### config.mk
export PLATFORM = sky130hd
export DESIGN_NAME = lsds_front
export DESIGN_NICKNAME = d
export VERILOG_FILES = /design/src/rtl/core/lsds_pkg.sv /design/src/rtl/core/lsds_front.sv
export SDC_FILE = /design/constraint.sdc
export NUM_CORES = 1
export LEC_CHECK = 0
export BUFFER_PORTS_ARGS = -buffer_cell sky130_fd_sc_hd__buf_2
export CAP_MARGIN = 20
export CORE_MARGIN = 2
export CORE_UTILIZATION = 40
export DETAILED_ROUTE_END_ITERATION = 10
export GPL_ROUTABILITY_DRIVEN = 0
export PLACE_DENSITY = 0.84
export SYNTH_ARGS = -nofsm -noshare
export SYNTH_HDL_FRONTEND = slang
export SYNTH_SLANG_ARGS = --single-unit
### constraint.sdc
create_clock -name aclk -period 8 [get_ports aclk]
set_input_delay 1.6 -clock aclk [delete_from_list [all_inputs] [get_ports aclk]]
set_output_delay 1.6 -clock aclk [all_outputs]
set_load 0.05 [all_outputs]
### src/rtl/core/lsds_pkg.sv
`timescale 1ns / 1ps

package lsds_pkg;

    // Field and register widths
    localparam int RANGE_W   = 16;
    localparam int ENTRY_W   = RANGE_W + 1;   // bit 16 no_return, bits 15..0 range
    localparam int THR_W     = 16;
    localparam int SW_W      = 9;
    localparam int MIN_W     = 11;
    localparam int CFG_W     = 16;
    localparam int CFG_IDX_W = 2;
    localparam int DIR_W     = 2;
    localparam int CNT_W     = SW_W;          // finite samples in one sector
    localparam int SUM_W     = SW_W + RANGE_W; // sector sum, any 9-bit width

    // Scan length field of a job, wide enough for the largest buffer
    localparam int MAX_SAMPLES_DEF = 1024;
    localparam int JOB_LEN_W       = 13;

    // Register reset values
    localparam logic [THR_W-1:0] THR_RESET = THR_W'(350);
    localparam logic [SW_W-1:0]  SW_RESET  = SW_W'(110);
    localparam logic [MIN_W-1:0] MIN_RESET = MIN_W'(330);

    // Register indexes
    localparam logic [CFG_IDX_W-1:0] CFG_FRONT_THRESHOLD = 2'd0;
    localparam logic [CFG_IDX_W-1:0] CFG_SECTOR_WIDTH    = 2'd1;
    localparam logic [CFG_IDX_W-1:0] CFG_MIN_SAMPLES     = 2'd2;

    // Direction codes
    localparam logic [DIR_W-1:0] DIR_FORWARD = 2'd0;
    localparam logic [DIR_W-1:0] DIR_LEFT    = 2'd1;
    localparam logic [DIR_W-1:0] DIR_RIGHT   = 2'd2;
    localparam logic [DIR_W-1:0] DIR_UNKNOWN = 2'd3;

    // One finished scan handed from front to back
    typedef struct packed {
        logic [JOB_LEN_W-1:0] len;
        logic                 short_scan;
    } job_t;

    // Back-end status seen by the front and the top level
    typedef struct packed {
        logic sweeping;   // buffer is being read
        logic buf_free;   // buffer walk ends this cycle, no more reads
    } back_stat_t;

endpackage

### src/rtl/core/lsds_front.sv
`timescale 1ns / 1ps

module lsds_front #(
    parameter int MAX_SAMPLES = lsds_pkg::MAX_SAMPLES_DEF
) (
    input  logic                          aclk,
    input  logic                          aresetn,
    input  logic                          s_tvalid,
    output logic                          s_tready,
    input  logic [lsds_pkg::RANGE_W-1:0]  range_mm,
    input  logic                          no_return,
    input  logic                          s_tlast,
    input  logic [lsds_pkg::MIN_W-1:0]    min_samples,
    input  lsds_pkg::back_stat_t          bstat,
    input  logic                          q_full,
    output logic                          q_push,
    output lsds_pkg::job_t                q_job,
    output logic                          buf_we,
    output logic [$clog2(MAX_SAMPLES)-1:0] buf_waddr,
    output logic [lsds_pkg::ENTRY_W-1:0]  buf_wdata
);
    import lsds_pkg::*;

    localparam int AW = $clog2(MAX_SAMPLES);
    localparam int LW = $clog2(MAX_SAMPLES + 1);
    localparam int CW = (LW > MIN_W) ? LW : MIN_W;

    logic [LW-1:0] count_reg, count_next;
    logic          hold_reg, hold_next;
    logic          accept;
    logic          room;
    logic [LW-1:0] scan_len;
    logic          short_scan;

    // Stall while the back still reads the buffer or no job slot is free
    assign s_tready = !hold_reg && !q_full;
    assign accept   = s_tvalid && s_tready;
    assign room     = (count_reg < LW'(MAX_SAMPLES));

    // Store the sample while the buffer has room
    assign buf_we    = accept && room;
    assign buf_waddr = count_reg[AW-1:0];
    assign buf_wdata = {no_return, range_mm};

    // Classify the scan on its last sample
    assign scan_len   = room ? count_reg + LW'(1) : count_reg;
    assign short_scan = (CW'(scan_len) < CW'(min_samples));
    assign q_push     = accept && s_tlast;
    assign q_job.len        = JOB_LEN_W'(scan_len);
    assign q_job.short_scan = short_scan;

    always_comb begin
        count_next = count_reg;
        hold_next  = hold_reg;
        if (accept) begin
            if (s_tlast) begin
                count_next = '0;
            end else if (room) begin
                count_next = count_reg + LW'(1);
            end
        end
        // Hold the buffer for a full scan until the back end frees it
        if (q_push && !short_scan) begin
            hold_next = 1'b1;
        end else if (bstat.buf_free) begin
            hold_next = 1'b0;
        end
    end

    always_ff @(posedge aclk) begin
        if (!aresetn) begin
            count_reg <= '0;
            hold_reg  <= 1'b0;
        end else begin
            count_reg <= count_next;
            hold_reg  <= hold_next;
        end
    end

endmodule

After elaboration in Yosys (flattened, before gate mapping):

Index checks and enable logic that the tools add are counted.

* add/subtract/negate cells: 1
* order comparisons: 2
* muxes and demuxes: 4
* reductions and logical operators: 9

Operator list (count)
* $mux W11: 2
* $add A11 B1 Y11 const B: 1
* $lt A11 B11 Y1: 1
* $lt A11 B11 Y1 const B: 1
* $logic_and A1 B1 Y1: 5
* $logic_not A1 Y1: 3
* $mux W1: 2
* $reduce_bool A2 Y1: 1

* register bits after elaboration: 12
* input port bits: 35
* output and inout port bits: 44
* logic and storage cells: 18

Longest topological paths before layout:

Gate-level depths: netlist (run 1).

* depth after elaboration: 6
* depth in mapped cells: 10
* mapped depth without buffers: 9

Worst setup path after synthesis (run 1):

Ideal clock, no wire load.

* path kind: flip-flop to output port
* from: reg count_reg[0]
* to: out q_job[0] (netlist bit)
* arrival: 3029 ps
* data required time: 6400 ps
* setup slack: 3371 ps
* cell stages (with the launch flop): 10
* cells stage by stage: dfxtp_1 > ha_1 > and4_2 > nand3b_1 > xnor2_1 > ha_1 > and4_1 > a221oi_1 > and2_1 > buf_4

RTL lines
* start, declared: line lsds_front.sv:28 `logic [LW-1:0] count_reg, count_next;`
* start signal, assigned: line lsds_front.sv:75 `count_reg <= count_next;`
* end, declared: line lsds_front.sv:17 `output lsds_pkg::job_t q_job,`

==> metrics.md, run 1 <==
| Metric | Value |
|---|---|
| Starting Density | `41.5%` |
| Gr usage total | `15.7%` |
| Die ar. | `3580 um2` |
| Setup Skew | `7.41 ps` |
| Largest register FFs | `11` |
| Post-CTS Resized | `0` |
| Seq cells post-synth | `12` |
| Hold Crit Class | `flip-flop to flip-flop` |
| Critical Path RT | `6400 ps` |
| Worst skew pair latency | `280 ps` |
| Fin crit share | `59.8%` |
| Distinct cells, synth | `45` |
| Vias in the first global route | `977` |
| Share of layout cells above drive strength 1 | `30.5%` |
| Post-synth EDFFs | `0` |
| Final Critical Period | `4780 ps` |
| Sequential-to-total area share from yosys stat | `19.3%` |
| Total gr overflow | `0` |
| Final wirelength | `2670 um` |
| FFs w/ async S/R, synth | `0%` |
| Max Fanout on Critical Path | `12` |
| Hold Path Origin | `count_reg[1]` |
| I/O pin total | `79` |
| ANT nets after route | `0` |
| Fmax | `209 MHz` |
| RSZ-0062 raised after global routing | `no` |
| Static leakage | `0.656 nW` |
| Startpoint types | `flip-flop` |
| Data arrival, critical path | `3180 ps` |
| Worst-case reg-to-reg path depth | `8` |
| Wire per inst | `13.4 um` |
| Clk buf depth | `2` |
| Reg-to-reg startpoint | `count_reg[3]` |
| Crit path kind | `flip-flop to primary output` |
| Num CTS Buffers | `3` |
| Root buffer cell | `clkbuf_4` |
| Ys Warns | `0` |
| Final #Nets | `214` |
| Die width | `59.8 um` |
| Hold Fails Final Rpt | `0` |
| Iter 0 DRT Violations | `30` |
| Synthesized instance count | `156` |
| Vias | `1077` |
| Post-DP HPWL | `2120 um` |
| # port buffers | `41` |
| Core footprint | `3000 um2` |
| # clock sinks | `12` |
| Max cap viols | `0` |
| Worst-path clk slew | `80 ps` |
| Initial antenna violation count | `0` |
| Max Transition Viols Final | `0` |
| WHS Endpoint | `count_reg[1]` |
| First-pass DRT Iterations | `4` |
| H-tree depth | `1` |
| Filler instances | `327` |
| CTS tree | `yes` |
| Reg-to-reg endpoint | `hold_reg` |
| First-pass GRT wire length | `4370 um` |
| Mean Syn Cell Area | `8.00 um2` |
| ANT cells | `0` |
| Via-to-Cell Ratio | `5.39` |
| Critical Path End Type | `primary output` |
| Layout area overhead | `1.50%` |
| Most frequent cells in the layout | `buf_2 (41), inv_1 (12), dfxtp_1 (12)` |
| Post-route DRC violation count | `0` |
| Post-CTS setup buffer count | `0` |
| Setup violators final | `0` |
| Core Util, Final | `42.2%` |
| DIE HEIGHT | `59.8 um` |
| Synth Flop Type | `dfxtp_1` |
| Hold Path Depth | `2` |
| Pwr dens | `106 nW/um2` |
| Largest net degree at the start of global routing | `13` |
| Rows | `20` |
| Most common cell after layout, fill and taps aside | `buf_2` |
| Reg2Reg Setup Slack | `5270 ps` |
| Synthesized cell area | `1250 um2` |
| Status | `complete, no violations` |
| Hold_buf cts | `0` |
| Worst VDD drop | `0.0563 mV` |
| Setup tns final | `0 ps` |
-- synthesized netlist by cell type, types with 2 or more instances --
master / n / share of area, %
nor2_1: 6 / 1.8
xnor2_1: 7 / 4.9
and3_1: 2 / 1.0
ha_1: 11 / 11
nand2b_1: 2 / 1.0
or3_1: 5 / 2.5
nand3_1: 4 / 1.6
buf_2: 2 / 0.80
nor2b_1: 2 / 1.0
o21ai_0: 8 / 3.2
a31oi_1: 2 / 1.0
a21oi_1: 11 / 4.4
dfxtp_1: 12 / 19
buf_4: 31 / 19
nand3b_1: 2 / 1.2
and4_1: 2 / 1.4
nand2_1: 8 / 2.4
inv_1: 12 / 3.6
-- cell families (layout without fill, tap and decap cells) --
logic type,Yosys count,count (layout),synth area share [%]
xor gates and xnor gates,8,8,5.62
muxes,1,1,0.903
adders and majority gates,11,11,11.0
other,1,2,0.301
AOI/OAI and AO/OA,32,32,15.8
and+or+nand+nor,43,43,21.7
buffers and inverters,48,58,25.4
DFF,12,12,19.3
-- per-layer routing --
layer | track usage [%] | up-vias | wire, um
li1 | - | 535 | -
met1 | 19.2 | 482 | 1100
met2 | 26.4 | 56 | 1270
met3 | 3.90 | 4 | 279
met4 | 6.03 | 0 | 15
met5 | 0 | - | 0
-- area by class of cell --
| class | count | area (um2) | share of cell area (%) |
|---|---|---|---|
| sequential | 12 | 240 | 19.0 |
| timing repair buffer | 41 | 205 | 16.2 |
| tap | 33 | 41.3 | 3.26 |
| multi-input combinational | 97 | 694 | 54.8 |
| clock buffer | 4 | 36.3 | 2.87 |
| inverter | 13 | 48.8 | 3.85 |
-- worst max-delay path by stage --
stage / start / endpoint / slack (ps) / cells past startpoint
floorplan: count_reg[0] / q_job[0] / 3370 / 9
global placement: min_samples[6] / q_job[0] / 3340 / 8
detailed placement: min_samples[6] / q_job[0] / 3350 / 8
CTS: count_reg[3] / q_job[0] / 3250 / 9
global route: count_reg[3] / q_job[0] / 3030 / 9
finish: count_reg[3] / q_job[0] / 3220 / 9
-- report_power, final --
group	switching [W]	total [W]	internal (W)
logic	0.0000163	0.0000238	0.00000743
clock network	0.0000225	0.0000501	0.0000277
registers	0.000000397	0.0000603	0.0000600
-- worst max-delay path, stage by stage (launching register included) --
cell	delay (ps)
dfxtp_1	600
nand4b_1	350
o21a_1	280
or2_2	310
ha_1	290
a21oi_1	140
o21ai_0	110
a221oi_1	390
and2_1	190
buf_2	260
-- metrics by stage --
step / cell area, um2 / hold WS (ps) / std cells / total power (W) / setup WS, ps
6_report: 1270 / 505 / 200 / 0.000134 / 3220
3_5_place_dp: 1230 / 492 / 196 / 0.0000855 / 3350
4_1_cts: 1270 / 504 / 200 / 0.000135 / 3250
3_3_place_gp: 1230 / 485 / 196 / 0.0000849 / 3340
2_1_floorplan: 1250 / 467 / 157 / 0.000102 / 3370
5_1_grt: 1270 / 545 / 200 / 0.000141 / 3030
(Power assumes the default switching activity.)
==> inputs of run 2 (changes only) <==
--- a/config.mk
+++ b/config.mk
@@ -5,6 +5,7 @@
 export SDC_FILE = /design/constraint.sdc
 export NUM_CORES = 1
 export LEC_CHECK = 0
+export ABC_AREA = 1
 export BUFFER_PORTS_ARGS = -buffer_cell sky130_fd_sc_hd__buf_2
 export CAP_MARGIN = 20
 export CORE_MARGIN = 2
==> constraint.sdc (replaced) <==
create_clock -name aclk -period 4.8 [get_ports aclk]
set_input_delay 0.96 -clock aclk [delete_from_list [all_inputs] [get_ports aclk]]
set_output_delay 0.96 -clock aclk [all_outputs]
set_load 0.05 [all_outputs]
==> run 2 against run 1 <==
Global-route usage decreased by 0.93 points. Register-to-register slack got worse by 2800 ps. Combinational power up 65%. Synthesized cell count increased by 21%. Worst hold slack worse by 33 ps. Total power grew 53%. First-iteration DRC count is 43% lower. Critical path depth up 5. Critical endpoint unchanged. Largest cell class unchanged. Largest power group unchanged.
==> metrics.md, run 2 <==
| Metric | Value |
|---|---|
| FFs w/ async S/R, synth | `0% (unchanged)` |
| Total gr overflow | `0 (unchanged)` |
| # port buffers | `41 (unchanged)` |
| Starting Density | `41.3% (-0.20 points)` |
| Post-route design area | `1270 um2 (+0.40%)` |
| Worst-path clk slew | `80 ps (about the same)` |
| Startpoint types | `flip-flop` |
| Root buffer cell | `clkbuf_4` |
| Die ar. | `3540 um2 (-1.2%)` |
| Vias in the first global route | `938 (-4.0%)` |
| Synth Flop Type | `dfxtp_1` |
| Share of layout cells above drive strength 1 | `25.2% (-5.3 points)` |
| Num CTS Buffers | `3 (unchanged)` |
| Gr usage total | `14.8% (-0.93 points)` |
| Setup Skew | `0.750 ps (-6.66 ps)` |
| Most common cell after layout, fill and taps aside | `nand2_1` |
| Max Transition Viols Final | `0 (unchanged)` |
| Final Critical Period | `3590 ps` |
| Worst hold margin | `473 ps (-32.7 ps)` |
| Worst skew pair latency | `270 ps (about the same)` |
| Flop pwr share | `49.1% (+4.2 points)` |
| Setup tns final | `0 ps (unchanged)` |
| Fin crit share | `74.7%` |
| Max cap viols | `0 (unchanged)` |
| First-pass GRT wire length | `3990 um (-8.7%)` |
| Switch share | `31.5% (+2.3 points)` |
| Wire per inst | `10.4 um (-22%)` |
| Count leader, synth | `nand2_1` |
| Int Pwr | `0.000141 W (+48%)` |
| Final #Nets | `250 (+17%)` |
| DIE HEIGHT | `59.5 um (-0.61%)` |
| Logic pwr share | `19.1% (+1.4 points)` |
| Worst-path cell chain | `ha_1, nand2_1, nor2_1, nand3_1, xor2_1, ha_1, nand2_1, inv_1, nand2_1, nand2_1, a21oi_1, nand2_1, inv_1, buf_2` |
| Via-to-Cell Ratio | `4.63 (-14%)` |
| ANT nets after route | `0 (unchanged)` |
| Slowest stage delay, CP | `470 ps (-130 ps)` |
| Die width | `59.5 um (-0.61%)` |
| Worst VDD drop | `0.0980 mV (+74%)` |
| Switching pwr | `0.0000646 W (+65%)` |
| Status | `complete, no violations` |
| Seq cells post-synth | `12 (unchanged)` |
| Data arrival, critical path | `2630 ps (-550 ps)` |
| Core Util, Final | `42.7% (+0.52 points)` |
| CTS tree | `yes` |
| Vias | `1087 (+0.93%)` |
| Fmax | `279 MHz` |
| H-tree depth | `1 (unchanged)` |
| Crit path kind | `flip-flop to primary output` |
| Layout area overhead | `3.25%` |
| Post-place instance area | `1250 um2 (+1.5%)` |
| Synth area leaders | `dfxtp_1 (20%), buf_4 (18%), nand2_1 (16%)` |
| Clock network fraction of total power | `31.8% (-5.5 points)` |
| Distinct cells, synth | `23 (-49%)` |
| # clock sinks | `12 (unchanged)` |
| Post-route DRC violation count | `0 (unchanged)` |
| CP top delay family | `simple AND/OR/NAND/NOR gates` |
| Largest register FFs | `11 (unchanged)` |
| Synthesized instance count | `189 (+21%)` |
| Slew headroom | `64.5%` |
| Synth cell count leaders | `nand2_1 (54), inv_1 (32), buf_4 (30)` |
| Clk buf depth | `2 (unchanged)` |
| Synth top area share | `19.5% (+0.25 points)` |
| Ys Warns | `0 (unchanged)` |
| Pwr dens | `161 nW/um2 (+52%)` |
| Post-CTS setup buffer count | `0 (unchanged)` |
| Hold Fails Final Rpt | `0 (unchanged)` |
| Total power | `0.000205 W (+53%)` |
| Max Fanout on Critical Path | `6 (-6)` |
| Setup violators final | `0 (unchanged)` |
| Initial antenna violation count | `0 (unchanged)` |
| Slew @ Worst Pin | `532 ps` |
| Post-synth EDFFs | `0 (unchanged)` |
| First-pass DRT Iterations | `4 (unchanged)` |
| Static leakage | `0.755 nW (+15%)` |
| WP buf/inv | `3 (+2)` |
| Sequential-to-total area share from yosys stat | `19.5% (+0.25 points)` |
| Critical Path Slowest Stage Cell | `dfxtp_1` |
| Area leader, netlist | `dfxtp_1` |
| Post-DP HPWL | `1970 um (-7.0%)` |
| Final wirelength | `2440 um (-8.7%)` |
| Rows | `20 (unchanged)` |
| Critical Path RT | `3840 ps (-2560 ps)` |
| Mean Syn Cell Area | `6.51 um2 (-19%)` |
| Iter 0 DRT Violations | `17 (-43%)` |
| Most frequent cells in the layout | `nand2_1 (54), buf_2 (41), inv_1 (32)` |
| Hold Crit Class | `flip-flop to flip-flop` |
| Cell mode on critical path | `nand2_1` |
| RSZ-0062 raised after global routing | `no` |
| Post-CTS Resized | `0 (unchanged)` |
| Synthesized cell area | `1230 um2 (-1.3%)` |
| I/O pin total | `79 (unchanged)` |
| Core footprint | `2980 um2 (-0.83%)` |
| Largest net degree at the start of global routing | `15 (+2)` |
| ANT cells | `0 (unchanged)` |
| Hold_buf cts | `0 (unchanged)` |
| Critical Path End Type | `primary output` |
[run 2: path summary, 6_finish.rpt]
kind	from	endpoint	slack, ps	cells after the start
setup / recovery	count_reg[0]	q_job[0]	1210	14
hold reg to reg	hold_reg	hold_reg	470	2
hold / removal	hold_reg	hold_reg	470	2
setup reg to reg	count_reg[0]	hold_reg	2510	14
[run 2: worst min-delay path: stages, from the launching register on]
cell and delay (ps):
dfxtp_1 320, nand2_1 60, a21oi_1 50
[run 2: per-layer routing]
layer  GRT usage [%]  vias to the layer above  routed length [um]  share of wire (%)
li1                -                      579                   -                  -
met1            20.3                      461                1200                 49
met2            23.2                       43                1040                 43
met3            2.84                        4                 169                6.9
met4            4.87                        0                  23               0.94
met5               0                        -                   0                  0
[run 2: cell type report]
class,instances,area [um2]
fillers,333,1710
inverters,33,126
clock buffers,3,22.5
multi-input cells,113,636
well taps,33,41.3
flip-flops and latches,12,240
repair buffers,41,205
[run 2: stage by stage]
step                      worst slack (ps)  cells
after floorplan                        963    190
after CTS                             1190    235
after global routing                   929    235
after detailed placement              1520    232
after global placement                1520    232
final                                 1210    235
[run 2: cells by family (layout without fill, tap and decap cells)]
group                    count (synthesis)  in the layout  synth area share (%)
other                                    1              2                 0.305
adder cells (fa/ha/maj)                 11             11                  11.2
flip-flops                              12             12                  19.5
buffers and inverters                   65             77                  29.2
XOR/XNOR                                 5              5                  4.17
AND/OR/NAND/NOR                         79             79                  28.5
AO/OA/AOI/OAI                           16             16                  7.22
[run 2: power by group through the flow]
| stage | Combinational [W] | Clock (W) | Sequential (W) |
|---|---|---|---|
| 2_1_floorplan | 0.0000674 | 0 | 0.000103 |
| 3_3_place_gp | 0.0000385 | 0 | 0.000103 |
| 3_5_place_dp | 0.0000393 | 0 | 0.000103 |
| 4_1_cts | 0.0000394 | 0.0000677 | 0.000101 |
| 5_1_grt | 0.0000430 | 0.0000709 | 0.000101 |
| 6_report | 0.0000392 | 0.0000653 | 0.000101 |
==> inputs of run 3 (changes only) <==
--- a/config.mk
+++ b/config.mk
@@ -9,7 +9,7 @@
 export BUFFER_PORTS_ARGS = -buffer_cell sky130_fd_sc_hd__buf_2
 export CAP_MARGIN = 20
 export CORE_MARGIN = 2
-export CORE_UTILIZATION = 40
+export CORE_UTILIZATION = 38
 export DETAILED_ROUTE_END_ITERATION = 10
 export GPL_ROUTABILITY_DRIVEN = 0
 export PLACE_DENSITY = 0.84
==> constraint.sdc (replaced) <==
create_clock -name aclk -period 3.2 [get_ports aclk]
set_input_delay 0.64 -clock aclk [delete_from_list [all_inputs] [get_ports aclk]]
set_output_delay 0.64 -clock aclk [all_outputs]
set_load 0.05 [all_outputs]
==> run 3 against run 2 <==
Register-to-register slack worse by 1500 ps. Global-route usage down 0.83 points. Sequential cell count unchanged. Sequential share of layout area down 0.53 points. Routed wire length up 4.6%.
==> metrics.md, run 3 (synthesis results as in run 2) <==
| Metric | Value |
|---|---|
| # clock sinks | `12 (unchanged)` |
| Post-route DRC violation count | `0 (unchanged)` |
| Logic pwr share | `17.4% (-1.7 points)` |
| Die ar. | `3710 um2 (+4.9%)` |
| Largest register FFs | `11 (unchanged)` |
| ANT cells | `0 (unchanged)` |
| Data arrival, critical path | `2370 ps (-260 ps)` |
| Dpl cells | `243 (+4.7%)` |
| Max Fanout on Critical Path | `5 (-1)` |
| Pwr dens | `248 nW/um2 (+54%)` |
| Num CTS Buffers | `3 (unchanged)` |
| Share of layout cells above drive strength 1 | `31.6% (+6.3 points)` |
| Worst-path clk slew | `90 ps (about the same)` |
| Switch share | `30.2% (-1.3 points)` |
| Slew headroom | `62.8% (-1.7 points)` |
| Post-DP HPWL | `1950 um (-1.2%)` |
| Vias in the first global route | `947 (+0.96%)` |
| Initial antenna violation count | `0 (unchanged)` |
| Root buffer cell | `clkbuf_4` |
| CTS tree | `yes` |
| DIE HEIGHT | `60.9 um (+2.4%)` |
| H-tree depth | `1 (unchanged)` |
| Gr usage total | `14.0% (-0.83 points)` |
| Layout area overhead | `10.7%` |
| Most frequent cells in the layout | `nand2_1 (54), buf_2 (40), inv_1 (32)` |
| Int Pwr | `0.000236 W (+68%)` |
| Setup Skew | `1.27 ps (+0.523 ps)` |
| Total gr overflow | `0 (unchanged)` |
| I/O pin total | `79 (unchanged)` |
| Worst VDD drop | `0.121 mV (+23%)` |
| Slew @ Worst Pin | `557 ps (+25.3 ps)` |
| Setup crit start | `count_reg[3]` |
| Via-to-Cell Ratio | `4.50 (-2.6%)` |
| Wire per inst | `10.2 um (-1.6%)` |
| Max cap viols | `0 (unchanged)` |
| Final Critical Period | `3010 ps` |
| Core Util, Final | `44.3% (+1.6 points)` |
| Flop pwr share | `44.6% (-4.5 points)` |
| Hold Path Origin | `hold_reg` |
| Fmax | `332 MHz` |
| Starting Density | `40.0% (-1.3 points)` |
| Worst skew pair latency | `280 ps (about the same)` |
| Critical Path RT | `2560 ps (-1280 ps)` |
| Total power | `0.000338 W (+65%)` |
| Clock network fraction of total power | `38.0% (+6.2 points)` |
| Final Non-Filler Cells | `250 (+6.4%)` |
| Filler instances | `335 (+0.60%)` |
| Switching pwr | `0.000102 W (+58%)` |
| Status | `complete, no violations` |
| Die width | `60.9 um (+2.4%)` |
| Critical Path End Type | `primary output` |
| Most common cell after layout, fill and taps aside | `nand2_1` |
| Final #Nets | `253 (+1.2%)` |
| Hold Crit Class | `flip-flop to flip-flop` |
| Core footprint | `3080 um2 (+3.4%)` |
| # port buffers | `41 (unchanged)` |
| RSZ-0062 raised after global routing | `no` |
| Largest net degree at the start of global routing | `15 (unchanged)` |
| Fin crit share | `94.1%` |
| Startpoint types | `flip-flop` |
| First-pass GRT wire length | `3930 um (-1.6%)` |
| First-pass DRT Iterations | `4 (unchanged)` |
| Clk buf depth | `2 (unchanged)` |
| Hold_buf cts | `0 (unchanged)` |
| Vias | `1126 (+3.6%)` |
| Rows | `20 (unchanged)` |
| Final wirelength | `2550 um (+4.6%)` |
| Iter 0 DRT Violations | `25 (+8)` |
| Setup tns final | `0 ps (unchanged)` |
| ANT nets after route | `0 (unchanged)` |
| Static leakage | `0.788 nW (+4.4%)` |
| Max Transition Viols Final | `0 (unchanged)` |
| Setup violators final | `0 (unchanged)` |
| Crit path kind | `flip-flop to primary output` |
| Reg-to-reg startpoint | `count_reg[3]` |
| Hold Fails Final Rpt | `0 (unchanged)` |
## run 3: final timing paths
kind / to / slack, ps / depth (start not counted)
worst max register to register: hold_reg / 970 / 16
worst max-delay path: q_job[0] / 190 / 15
worst min register to register: hold_reg / 480 / 2
worst min-delay path: hold_reg / 480 / 2
## run 3: final cells by class
cell class | instances | area, um2 | share of cell area [%]
Multi-Input combinational cell | 113 | 661 | 48.5
Sequential cell | 12 | 250 | 18.4
Tap cell | 44 | 55.1 | 4.04
Clock buffer | 4 | 36.3 | 2.66
Inverter | 33 | 126 | 9.27
Timing Repair Buffer | 44 | 234 | 17.2
## run 3: power by group through the flow
| stage | sequential, W | clock [W] | combinational [W] |
|---|---|---|---|
| 5_1_grt | 0.000151 | 0.000141 | 0.0000658 |
| 4_1_cts | 0.000151 | 0.000128 | 0.0000589 |
| 3_5_place_dp | 0.000155 | 0 | 0.0000586 |
| 2_1_floorplan | 0.000155 | 0 | 0.000101 |
| 6_report | 0.000151 | 0.000129 | 0.0000588 |
| 3_3_place_gp | 0.000155 | 0 | 0.0000577 |
## run 3: critical path, stage by stage (launching register included)
cell and delay (ps):
dfxtp_1 420, nand3_1 150, nor3_4 210, buf_4 160, nand2_1 40, nand2_1 50
nand2_1 80, ha_1 280, nand2_1 50, nor2_1 120, nand2_1 80, nor2_1 90
nand2_1 60, nand2_1 100, inv_1 60, buf_6 150
## run 3: metal layers
layer | track usage, % | vias up | share of wire (%)
met2 | 23.8 | 31 | 50
met5 | 0 | - | 0
met1 | 17.8 | 511 | 43
met4 | 3.11 | 0 | 0.39
li1 | - | 582 | -
met3 | 3.62 | 2 | 7.1
## run 3: stage by stage
step	hold slack, ps	cell area (um2)	worst slack [ps]
2_1_floorplan	444	1240	2.56
3_3_place_gp	463	1270	291
3_5_place_dp	462	1270	242
4_1_cts	481	1310	41.4
5_1_grt	519	1360	16.0
6_report	475	1360	190
## run 3: what timing repair did
item / CTS / global route
setup endpoints to repair: 1 / 1
setup buffers: 0 / 3
gates resized for setup: 2 / 11
pin swaps: 0 / 2
